==> src/rtl/rkt_pkg.sv <==
`default_nettype none

package rkt_pkg;

   // Table depth and the index and counter widths that follow from it.
   localparam int ENTRIES = 16;
   localparam int IDX_W   = (ENTRIES > 1) ? $clog2(ENTRIES) : 1;
   localparam int CNT_W   = $clog2(ENTRIES + 1);
   localparam logic [CNT_W-1:0] ENTRIES_CNT = CNT_W'(ENTRIES);

   // Field widths.
   localparam int MODE_W   = 3;
   localparam int KEY_W    = 64;
   localparam int PID_W    = 31;
   localparam int COUNT_W  = 32;
   localparam int STATUS_W = 2;
   localparam int USED_W   = 5;

   // Beat layouts, rounded up to whole bytes.
   localparam int REQ_FIELDS_W = KEY_W + PID_W + COUNT_W;
   localparam int REQ_TDATA_W  = ((REQ_FIELDS_W + 7) / 8) * 8;
   localparam int RSP_FIELDS_W = PID_W + COUNT_W + USED_W;
   localparam int RSP_TDATA_W  = ((RSP_FIELDS_W + 7) / 8) * 8;
   localparam int RSP_TUSER_W  = STATUS_W + 1;

   // Request modes.
   localparam logic [MODE_W-1:0] MODE_INSERT = 3'd0;
   localparam logic [MODE_W-1:0] MODE_INC    = 3'd1;
   localparam logic [MODE_W-1:0] MODE_DEC    = 3'd2;
   localparam logic [MODE_W-1:0] MODE_REMOVE = 3'd3;
   localparam logic [MODE_W-1:0] MODE_LOOKUP = 3'd4;

   // Result status codes.
   localparam logic [STATUS_W-1:0] ST_OK      = 2'd0;
   localparam logic [STATUS_W-1:0] ST_PRESENT = 2'd1;
   localparam logic [STATUS_W-1:0] ST_FULL    = 2'd2;
   localparam logic [STATUS_W-1:0] ST_MISSING = 2'd3;

   // One stored record, valid flag included.
   typedef struct packed {
      logic               valid;
      logic [KEY_W-1:0]   key;
      logic [PID_W-1:0]   pid;
      logic [COUNT_W-1:0] refs;
   } record_type;

   localparam int RECORD_W = $bits(record_type);

   // Outcome of a scan over the table.
   typedef struct packed {
      logic               hit;
      logic [IDX_W-1:0]   hit_idx;
      logic [PID_W-1:0]   hit_pid;
      logic [COUNT_W-1:0] hit_refs;
      logic               free;
      logic [IDX_W-1:0]   free_idx;
   } match_type;

endpackage

`default_nettype wire

==> src/rtl/rkt_ram.sv <==
`default_nettype none

module rkt_ram #(
   parameter int WIDTH = 8,
   parameter int DEPTH = 16,
   parameter int AW    = (DEPTH > 1) ? $clog2(DEPTH) : 1
) (
   input  wire logic             clock,
   input  wire logic             wr_en,
   input  wire logic [AW-1:0]    wr_addr,
   input  wire logic [WIDTH-1:0] wr_data,
   input  wire logic [AW-1:0]    rd_addr,
   output logic      [WIDTH-1:0] rd_data
);

   logic [WIDTH-1:0] mem_ff [DEPTH];
   logic [WIDTH-1:0] rd_data_ff;

   // Single write port, one registered read port.
   always_ff @(posedge clock) begin
      if (wr_en) begin
         mem_ff[wr_addr] <= wr_data;
      end
      rd_data_ff <= mem_ff[rd_addr];
   end

   assign rd_data = rd_data_ff;

endmodule

`default_nettype wire

==> src/rtl/rkt_match.sv <==
`default_nettype none

module rkt_match (
   input  wire logic                      clock,
   input  wire logic                      reset,
   input  wire logic                      start,
   input  wire logic                      sample,
   input  wire logic [rkt_pkg::IDX_W-1:0] sample_idx,
   input  wire rkt_pkg::record_type       record,
   input  wire logic [rkt_pkg::KEY_W-1:0] key,
   output rkt_pkg::match_type             result
);

   import rkt_pkg::*;

   logic               hit_ff;
   logic [IDX_W-1:0]   hit_idx_ff;
   logic [PID_W-1:0]   hit_pid_ff;
   logic [COUNT_W-1:0] hit_refs_ff;
   logic               free_ff;
   logic [IDX_W-1:0]   free_idx_ff;
   logic               key_eq;

   // The one key comparator, used once for each slot as it streams past.
   assign key_eq = (record.key == key);

   // Flags: cleared at reset and when a scan begins, set by the first slot that qualifies.
   always_ff @(posedge clock) begin
      if (reset || start) begin
         hit_ff  <= 1'b0;
         free_ff <= 1'b0;
      end else if (sample) begin
         if (record.valid && key_eq && !hit_ff) begin
            hit_ff <= 1'b1;
         end
         if (!record.valid && !free_ff) begin
            free_ff <= 1'b1;
         end
      end
   end

   // Slot details of the first hit and the first free slot.
   always_ff @(posedge clock) begin
      if (sample) begin
         if (record.valid && key_eq && !hit_ff) begin
            hit_idx_ff  <= sample_idx;
            hit_pid_ff  <= record.pid;
            hit_refs_ff <= record.refs;
         end
         if (!record.valid && !free_ff) begin
            free_idx_ff <= sample_idx;
         end
      end
   end

   assign result.hit      = hit_ff;
   assign result.hit_idx  = hit_idx_ff;
   assign result.hit_pid  = hit_pid_ff;
   assign result.hit_refs = hit_refs_ff;
   assign result.free     = free_ff;
   assign result.free_idx = free_idx_ff;

endmodule

`default_nettype wire

==> src/rtl/refcounted_key_table.sv <==
`default_nettype none

// Reference-counted key table.
// Requests arrive on the req_ stream: tuser carries the mode, tdata the key,
// the process id and the starting count. Each request gives exactly one
// response beat on the rsp_ stream with status, pid, count and occupancy.
// A request is taken only while the block is idle. It then reads every slot
// of the record memory once, one slot a cycle through the single read port,
// and a single shared comparator finds the first matching slot and the first
// free one. The EXEC state then applies the update and writes the memory.
// The response register is loaded as the block leaves EXEC, and the block
// takes no new request until then.
// After reset the block clears the valid flag of every slot, one slot a cycle,
// and takes no request until that pass is done.
// The response sits in an output register: the next request is accepted while
// it waits, but that request is not finished until the receiver has taken the
// previous beat, so a stalled receiver stalls the table without loss.

module refcounted_key_table (
   input  wire logic                              clock,
   input  wire logic                              reset,
   input  wire logic                              req_tvalid,
   output logic                                   req_tready,
   // Fields from bit 0 up: key, proc_id, start_count, zero padding.
   input  wire logic [rkt_pkg::REQ_TDATA_W-1:0]   req_tdata,
   // Fields from bit 0 up: mode.
   input  wire logic [rkt_pkg::MODE_W-1:0]        req_tuser,
   output logic                                   rsp_tvalid,
   input  wire logic                              rsp_tready,
   // Fields from bit 0 up: found_pid, ref_count, used_entries, zero padding.
   output logic      [rkt_pkg::RSP_TDATA_W-1:0]   rsp_tdata,
   // Fields from bit 0 up: status, pid_valid.
   output logic      [rkt_pkg::RSP_TUSER_W-1:0]   rsp_tuser
);

   import rkt_pkg::*;

   typedef enum logic [1:0] {
      CLEAR,
      IDLE,
      SCAN,
      EXEC
   } state_type;

   state_type          state_ff, state_in;
   logic [CNT_W-1:0]   cnt_ff, cnt_in;
   logic [CNT_W-1:0]   occ_ff, occ_in;
   logic               rd_vld_ff, rd_vld_in;
   logic [IDX_W-1:0]   rd_idx_ff, rd_idx_in;
   logic [MODE_W-1:0]  mode_ff, mode_in;
   logic [KEY_W-1:0]   key_ff, key_in;
   logic [PID_W-1:0]   pid_ff, pid_in;
   logic [COUNT_W-1:0] start_ff, start_in;
   logic               rsp_valid_ff, rsp_valid_in;
   logic [STATUS_W-1:0] rsp_status_ff, rsp_status_in;
   logic [PID_W-1:0]   rsp_pid_ff, rsp_pid_in;
   logic               rsp_pvalid_ff, rsp_pvalid_in;
   logic [COUNT_W-1:0] rsp_count_ff, rsp_count_in;
   logic [USED_W-1:0]  rsp_used_ff, rsp_used_in;

   logic               req_beat;
   logic               out_free;
   logic               scan_start;
   logic               wr_en;
   logic [IDX_W-1:0]   wr_addr;
   record_type         wr_rec;
   record_type         rd_rec;
   logic [RECORD_W-1:0] rd_word;
   match_type          match;
   logic [COUNT_W-1:0] new_refs;

   // Outcome of the request, worked out from the finished scan.
   logic [STATUS_W-1:0] ex_status;
   logic               ex_pvalid;
   logic [PID_W-1:0]   ex_pid;
   logic [COUNT_W-1:0] ex_count;
   logic               ex_write;
   logic               ex_use_free;
   logic               ex_keep;
   logic               ex_occ_up;
   logic               ex_occ_down;

   assign req_tready = (state_ff == IDLE);
   assign req_beat   = req_tvalid && req_tready;
   assign out_free   = !rsp_valid_ff || rsp_tready;
   assign scan_start = req_beat;

   // Record memory and the scan comparator.
   rkt_ram #(
      .WIDTH (RECORD_W),
      .DEPTH (ENTRIES)
   ) u_ram (
      .clock   (clock),
      .wr_en   (wr_en),
      .wr_addr (wr_addr),
      .wr_data (wr_rec),
      .rd_addr (cnt_ff[IDX_W-1:0]),
      .rd_data (rd_word)
   );

   assign rd_rec = record_type'(rd_word);

   rkt_match u_match (
      .clock      (clock),
      .reset      (reset),
      .start      (scan_start),
      .sample     (rd_vld_ff),
      .sample_idx (rd_idx_ff),
      .record     (rd_rec),
      .key        (key_ff),
      .result     (match)
   );

   // Shared count adder: plus one for increment, minus one otherwise.
   assign new_refs = match.hit_refs +
                     ((mode_ff == MODE_INC) ? COUNT_W'(1) : {COUNT_W{1'b1}});

   // Decision for the request once every slot has been seen.
   always_comb begin
      ex_status   = ST_MISSING;
      ex_pvalid   = 1'b0;
      ex_pid      = '0;
      ex_count    = '0;
      ex_write    = 1'b0;
      ex_use_free = 1'b0;
      ex_keep     = 1'b1;
      ex_occ_up   = 1'b0;
      ex_occ_down = 1'b0;
      unique case (mode_ff)
         MODE_INSERT: begin
            if (match.hit) begin
               ex_status = ST_PRESENT;
            end else if (!match.free) begin
               ex_status = ST_FULL;
            end else begin
               ex_status   = ST_OK;
               ex_write    = 1'b1;
               ex_use_free = 1'b1;
               ex_occ_up   = 1'b1;
            end
         end
         MODE_INC: begin
            if (match.hit) begin
               ex_status = ST_OK;
               ex_write  = 1'b1;
            end
         end
         MODE_DEC: begin
            if (match.hit) begin
               ex_status = ST_OK;
               ex_write  = 1'b1;
               if (new_refs == '0) begin
                  ex_keep     = 1'b0;
                  ex_pvalid   = 1'b1;
                  ex_pid      = match.hit_pid;
                  ex_occ_down = 1'b1;
               end
            end
         end
         MODE_REMOVE: begin
            if (match.hit) begin
               ex_status   = ST_OK;
               ex_write    = 1'b1;
               ex_keep     = 1'b0;
               ex_pvalid   = 1'b1;
               ex_pid      = match.hit_pid;
               ex_occ_down = 1'b1;
            end
         end
         MODE_LOOKUP: begin
            if (match.hit) begin
               ex_status = ST_OK;
               ex_pvalid = 1'b1;
               ex_pid    = match.hit_pid;
               ex_count  = match.hit_refs;
            end
         end
         default: begin
            ex_status = ST_MISSING;
         end
      endcase
   end

   // Memory write: clearing pass after reset, or the update of one slot.
   always_comb begin
      wr_en   = 1'b0;
      wr_addr = match.hit_idx;
      wr_rec  = '0;
      unique case (state_ff)
         CLEAR: begin
            wr_en   = 1'b1;
            wr_addr = cnt_ff[IDX_W-1:0];
         end
         EXEC: begin
            wr_en = ex_write && out_free;
            if (ex_use_free) begin
               wr_addr     = match.free_idx;
               wr_rec.refs = start_ff;
               wr_rec.pid  = pid_ff;
            end else begin
               wr_addr     = match.hit_idx;
               wr_rec.refs = new_refs;
               wr_rec.pid  = match.hit_pid;
            end
            wr_rec.valid = ex_keep;
            wr_rec.key   = key_ff;
         end
         default: begin
            wr_en = 1'b0;
         end
      endcase
   end

   // Sequencer next state.
   always_comb begin
      state_in      = state_ff;
      cnt_in        = cnt_ff;
      occ_in        = occ_ff;
      rd_vld_in     = 1'b0;
      rd_idx_in     = cnt_ff[IDX_W-1:0];
      mode_in       = mode_ff;
      key_in        = key_ff;
      pid_in        = pid_ff;
      start_in      = start_ff;
      rsp_valid_in  = rsp_valid_ff && !rsp_tready;
      rsp_status_in = rsp_status_ff;
      rsp_pid_in    = rsp_pid_ff;
      rsp_pvalid_in = rsp_pvalid_ff;
      rsp_count_in  = rsp_count_ff;
      rsp_used_in   = rsp_used_ff;
      unique case (state_ff)
         CLEAR: begin
            if (cnt_ff == ENTRIES_CNT - CNT_W'(1)) begin
               state_in = IDLE;
               cnt_in   = '0;
            end else begin
               cnt_in = cnt_ff + CNT_W'(1);
            end
         end
         IDLE: begin
            if (req_beat) begin
               state_in = SCAN;
               cnt_in   = '0;
               mode_in  = req_tuser;
               key_in   = req_tdata[KEY_W-1:0];
               pid_in   = req_tdata[KEY_W +: PID_W];
               start_in = req_tdata[KEY_W+PID_W +: COUNT_W];
            end
         end
         SCAN: begin
            // One slot read a cycle; the last one is sampled as we leave.
            if (cnt_ff == ENTRIES_CNT) begin
               state_in = EXEC;
            end else begin
               rd_vld_in = 1'b1;
               cnt_in    = cnt_ff + CNT_W'(1);
            end
         end
         EXEC: begin
            if (out_free) begin
               state_in = IDLE;
               unique case ({ex_occ_up, ex_occ_down})
                  2'b10:   occ_in = occ_ff + CNT_W'(1);
                  2'b01:   occ_in = occ_ff - CNT_W'(1);
                  default: occ_in = occ_ff;
               endcase
               rsp_valid_in  = 1'b1;
               rsp_status_in = ex_status;
               rsp_pid_in    = ex_pid;
               rsp_pvalid_in = ex_pvalid;
               rsp_count_in  = ex_count;
               rsp_used_in   = USED_W'(occ_in);
            end
         end
         default: begin
            state_in = IDLE;
         end
      endcase
   end

   // State and registered outputs.
   always_ff @(posedge clock) begin
      if (reset) begin
         state_ff     <= CLEAR;
         cnt_ff       <= '0;
         occ_ff       <= '0;
         rd_vld_ff    <= 1'b0;
         rsp_valid_ff <= 1'b0;
      end else begin
         state_ff     <= state_in;
         cnt_ff       <= cnt_in;
         occ_ff       <= occ_in;
         rd_vld_ff    <= rd_vld_in;
         rsp_valid_ff <= rsp_valid_in;
      end
      rd_idx_ff     <= rd_idx_in;
      mode_ff       <= mode_in;
      key_ff        <= key_in;
      pid_ff        <= pid_in;
      start_ff      <= start_in;
      rsp_status_ff <= rsp_status_in;
      rsp_pid_ff    <= rsp_pid_in;
      rsp_pvalid_ff <= rsp_pvalid_in;
      rsp_count_ff  <= rsp_count_in;
      rsp_used_ff   <= rsp_used_in;
   end

   assign rsp_tvalid = rsp_valid_ff;
   assign rsp_tdata  = RSP_TDATA_W'({rsp_used_ff, rsp_count_ff, rsp_pid_ff});
   assign rsp_tuser  = {rsp_pvalid_ff, rsp_status_ff};

   // The table never holds more records than it has slots.
   a_occ_bound: assert property (@(posedge clock) disable iff (reset)
      occ_ff <= ENTRIES_CNT)
      else $error("occupancy above table depth");

   // A request beat is followed by a busy cycle.
   a_busy_after_beat: assert property (@(posedge clock) disable iff (reset)
      req_beat |=> !req_tready)
      else $error("request taken while a scan was due");

   // A reported pid only comes with a successful outcome.
   a_pid_ok: assert property (@(posedge clock) disable iff (reset)
      (rsp_valid_ff && rsp_pvalid_ff) |-> (rsp_status_ff == ST_OK))
      else $error("pid reported on a failed request");

   // A non-zero count is only reported by a lookup that found its record.
   a_count_pid: assert property (@(posedge clock) disable iff (reset)
      (rsp_valid_ff && (rsp_count_ff != '0)) |-> rsp_pvalid_ff)
      else $error("count reported without a pid");

   // The memory is never written while a scan is reading it.
   a_no_write_in_scan: assert property (@(posedge clock) disable iff (reset)
      (state_ff == SCAN) |-> !wr_en)
      else $error("memory write during scan");

endmodule

`default_nettype wire
==> config.mk <==
export PLATFORM = sky130hd
export DESIGN_NAME = refcounted_key_table
export DESIGN_NICKNAME = d
export VERILOG_FILES = /design/src/rtl/rkt_pkg.sv /design/src/rtl/rkt_ram.sv /design/src/rtl/rkt_match.sv /design/src/rtl/refcounted_key_table.sv
export SDC_FILE = /design/constraint.sdc
export NUM_CORES = 2
export LEC_CHECK = 0
export BUFFER_PORTS_ARGS = -buffer_cell sky130_fd_sc_hd__clkbuf_2
export CORE_MARGIN = 5
export CORE_UTILIZATION = 50
export DETAILED_ROUTE_END_ITERATION = 6
export GPL_TIMING_DRIVEN = 1
export PLACE_DENSITY_LB_ADDON = 0.25
export SYNTH_ARGS = -nofsm -noshare
export SYNTH_HDL_FRONTEND = slang
export SYNTH_SLANG_ARGS = --single-unit
==> constraint.sdc <==
create_clock -name clock -period 25.1 [get_ports clock]
set_input_delay 5.02 -clock clock [delete_from_list [all_inputs] [get_ports clock]]
set_output_delay 5.02 -clock clock [all_outputs]
set_load 0.01 [all_outputs]
# After elaboration in Yosys (flattened, before gate mapping)
# Memories as Yosys holds them, arrays and structs flattened. A register that Yosys moved wholly into a read port is not among the register bits.
# Cells that the tools add are included.
# word_totals
regBits	292
mem_bits_rw	2048
inputBits	135
out_inout_bits	77
elab_cells	114
mem_count	1
# mem_list
name	depth	width	read_ports	rd_clocked_by_memory_dff	write_ports	line	source
u_ram.mem_ff	16	128	1	1	1	rkt_ram.sv:16	logic [WIDTH-1:0] mem_ff [DEPTH];
# op_classes
n_addsub	4
eq_ne	17
muxes	42
bitwise	1
reduce_logical	28
# op_table
operator	n
$mux W128	1
$mux W31	3
$eq A64 B64 Y1	1
$mux W63	1
$pmux W31 S2	1
$add A32 B32 Y32	1
$logic_not A32 Y1	1
$mux W32	1
$mux W5	3
$pmux W5 S3	1
$mux W1	14
$mux W2	7
$add A5 B1 Y5 const B	2
$pmux W1 S2	5
$pmux W5 S2	1
$reduce_and A2 Y1	5
$ne A2 B2 Y1 const B	4
$pmux W2 S4	1
$pmux W4 S2	1
$eq A2 B2 Y1 const B	3
$eq A3 B2 Y1 const B	2
$logic_and A1 B1 Y1	6
$eq A5 B4 Y1 const B	1
$eq A5 B5 Y1 const B	1
18 further kinds	25

# Depth between registers and ports, before layout
# depth
depth_word	9
ltp_mapped	24
depth_no_buf	21

# Modules after synthesis
# A second synthesis with hierarchy kept.
# hier_totals
hier_cells	4650
hier_area_um2	94565.7
# by_module_without_submodules
mod	instances	cells_per_inst	area_each_um2	seq_area_each_um2
rkt_ram	1	3354	79466.2	64061.4
refcounted_key_table	1	1096	12002.8	6396.1
rkt_match	1	200	3096.7	2172.1

# Worst setup path after synthesis
# Ideal clock, no wire load.
# synth_timing
path_type	input port to flip-flop
startpoint	input rsp_tready
endpoint	memory u_ram.mem_ff[13][0] (netlist bit), enable pin
setup_time_ns	0.617
t_arrival_ns	11.370
required_time_ns	24.483
path_slack_ns	13.113
path_stages	7
path_buffers	1
path_cell_list	nor2b_1 nand2b_1 clkbuf_1 a211oi_1 o21bai_1 or3_1 nor2_1
# synth_between
elab_chain_len	5
# synth_rtl
item	line	source
start, declared	refcounted_key_table.sv:29	input wire logic rsp_tready,
$logic_or A1 B1 Y1	refcounted_key_table.sv:85	assign out_free = !rsp_valid_ff || rsp_tready;
$logic_and A1 B1 Y1	refcounted_key_table.sv:195	wr_en = ex_write && out_free;
$pmux W1 S2	refcounted_key_table.sv:189	unique case (state_ff)
$mux W1	rkt_ram.sv:21	if (wr_en) begin
$mux W1 (implied by the code)	rkt_ram.sv:22	mem_ff[wr_addr] <= wr_data;
end, declared	rkt_ram.sv:16	
# No other way between the ends.

# Worst setup path in the final report
# layout_timing
startpoint	input rsp_tready
endpoint	memory u_ram.mem_ff[0][62] (netlist bit), enable pin
# The elaborated chain is that of the path after synthesis.

==> results.py <==
metrics = {
    "yosys": {
        "synth-seq-cells": 2468,
        "synth_area_um2": 93800,
        "syn_avg_cell_area_um2": 22.1,
        "synth_ff_type": "edfxtp_1",
        "synth.distinct_cells": 74,
        "synthCells": 4236,
        "ys_async_sr_fraction": 0,
        "ys_warn_count": 0,
        "synth_edf_count": 2320,
        "ys_seq_area_frac": 0.774,
    },
    "worst_setup_path": {
        "crit_arrival_ns": 10.10,
        "worstSetupPathType": "input port to register",
        "start_kind": "input port",
        "cp.required_ns": 25.57,
        "path_cells": "clkbuf_2 > nor2b_1 > nand2b_1 > a211oi_1 > o21bai_1 > a211oi_1 > nand2_1 > nor2_4 > buf_4 > buf_4 > buf_4",
        "crit_path_max_fanout": 43,
        "critPathMostFrequentCell": "buf_4",
        "slowest_stage": "nor2_4",
        "slowest_delay_ns": 0.93,
        "critPathCaptureType": "register",
    },
    "floorplanning": {
        "io_pins": 212,
        "rows": 159,
        "coreArea_um2": 187000,
        "fp.dieArea_um2": 196000,
        "start_util": 0.501,
        "die_w_um": 443,
        "die_h_um": 443,
    },
    "global_routing": {
        "grt_pass1_wl_um": 314000,
        "first_global_vias": 45000,
        "met1_usage": 0.307,
        "grtUsageMet2": 0.355,
        "use_met3": 0.0405,
        "grt-ovfl-total": 0,
        "grt_util_all_layers": 0.219,
        "busiest_layer": "met2",
        "grt_antenna_before_repair": 12,
        "grt_max_degree": 122,
    },
    "cts": {
        "cts_buffers": 234,
        "htreeDepth": 4,
        "numClockSinks": 2468,
        "ctsResizeCount": 0,
        "clkTransAtPathRegs_ns": 0.06,
        "clockBufferDepth": 3,
        "cts_hold_buffers": 0,
        "cts-root-buf": "clkbuf_16",
        "post_cts_buffers": 0,
        "cts_tree": "done",
        "insertion_delay_ns": 0.87,
    },
    "placed_design": {
        "place_congestion": 0.838,
        "pre_cts_ws_ns": 14.55,
        "port_buffers": 206,
        "hpwl_um": 115000,
        "place_area_um2": 98400,
    },
    "final_layout": {
        "nets": 4781,
        "final_common_cell": "edfxtp_1",
        "area_growth_pct": 13.4,
        "drive_gt1_frac": 0.294,
        "mostFrequentLayoutCells": "edfxtp_1 (2320), mux4_2 (640), clkbuf_16 (236)",
        "utilization": 0.568,
        "postLayoutCellArea_um2": 106000,
    },
    "sta": {
        "skew_ns": 0.0454,
        "relSlewSlack": 0.201,
        "period_minus_slack_ns": 9.63,
        "setup_viol": 0,
        "hold_viol": 0,
        "period_share": 0.384,
        "worst-slew-pin-transition_ns": 1.19,
        "rsz0062_at_grt": "false",
        "fmax_mhz": 104,
        "setup_slack_ns": 15.47,
        "fin_tns_setup_ns": 0,
        "maxSlewViolCount": 0,
    },
    "drt": {
        "route.detailed.drc": 0,
        "dr.pass1.iters": 6,
        "routed_via_density": 6.03,
        "antenna_left": 0,
        "routed_wl_um": 216000,
        "vias": 44000,
        "drtIter0Drc": 4879,
        "wl_per_cell_um": 29.5,
    },
    "worst_hold_path": {
        "worstHoldPathType": "register to register",
    },
    "power": {
        "p_per_area_nw_per_um2": 109,
        "power_leakage_uw": 0.0362,
        "vdd_drop_max_mv": 0.160,
    },
    "outcome": {
        "status": "completed",
    },
    "flow_run": {
        "drv_cap": 0,
    },
}
[kinds of logic (layout without fill, tap and decap cells)]
group | count (synthesis) | in the layout | share of synthesized area
other | 1 | 6 | 0.0000400
adder cells (fa/ha/maj) | 50 | 50 | 0.00683
XOR/XNOR | 94 | 94 | 0.00878
buffers and inverters | 231 | 799 | 0.00976
flip-flops | 2468 | 2468 | 0.774
AO/OA/AOI/OAI | 250 | 250 | 0.0189
multiplexers | 650 | 650 | 0.155
AND/OR/NAND/NOR | 492 | 492 | 0.0266
[area by class of cell]
cell class,instances,area (um^2)
fillers,13500,80800
repair buffers,336,2110
clock buffers,311,6410
well taps,2495,3120
multi-input cells,1540,20500
flip-flops and latches,2468,72600
diodes,2,5.00
clock inverters,136,1600
inverters,16,61.3
[power by group]
group,internal [uW],total [uW],switching (uW)
sequential,5250,5440,190
combinational,1050,2550,1500
clock,2090,3610,1520
[metrics by stage]
step	hold WS, ns	total power, uW	cells
floorplan	0.329	7320	4239
global placement	0.386	8100	6855
detailed placement	0.389	8140	6855
CTS	0.399	11700	7302
global route	0.406	12100	7303
finish	0.399	11600	7304
[critical path, delay by kind of cell]
kind,cells,cell delay (ns)
AO/OA/AOI/OAI,3,0.82
AND/OR/NAND/NOR,4,1.75
buffers and inverters,4,2.36
[registers in the layout (all words and copies together) (netlist names), 31 cells and up]
signal / cells
start_ff: 32
u_match.hit_refs_ff: 32
key_ff: 64
rsp_pid_ff: 31
u_ram.mem_ff: 2048
u_ram.rd_data: 128
rsp_count_ff: 32
u_match.hit_pid_ff: 31
pid_ff: 31
[final timing paths]
path / endpoint / start / depth (start not counted) / slack, ns
worst max register to register: u_ram.mem_ff[0][62] / mode_ff[0] / 11 / 18.21
worst max-delay path: u_ram.mem_ff[0][62] / rsp_tready / 11 / 15.47
worst min register to register: u_match.hit_pid_ff[18] / u_ram.rd_data[50] / 0 / 0.40
worst min-delay path: u_match.hit_pid_ff[18] / u_ram.rd_data[50] / 0 / 0.40
[routing by layer]
layer | vias up | part of all wire
li1 | 18400 | -
met1 | 23500 | 0.40
met2 | 1788 | 0.49
met3 | 335 | 0.075
met4 | 6 | 0.032
met5 | - | 0.00021
[synthesized netlist by cell type (all sizes together) (2+ instances only)]
library cell	count	area (um^2)
mux2i	8	80.1
mux4	640	14400
a21oi	49	249
o211ai	7	52.6
o211a	7	70.1
xnor2	42	368
ha	48	601
a211o	2	17.5
nor3	11	55.1
a221oi	6	58.8
o31ai	4	30.0
mux2	2	22.5
or4	2	15.0
or2	3	18.8
o2111a	2	22.5
nor2b	15	93.8
and2	111	698
xor2	52	455
nor2	59	221
buf	44	214
dfxtp	148	2960
edfxtp	2320	69700
and4	4	36.3
nand3	14	70.1
o21a	8	60.1
a32oi	4	35.0
a21boi	47	353
a211oi	11	82.6
nor3b	4	30.0
a31oi	3	18.8
inv	15	56.3
nand4	49	307
clkbuf	171	642
o21ai	66	428
nor4	19	119
fa	2	40.0
a22oi	3	22.5
nand2b	7	43.8
o21bai	5	37.5
a21o	13	97.6
or3	8	51.3
and3	5	32.5
nand2	176	661
Note: power is estimated with default switching activity, not from simulation.
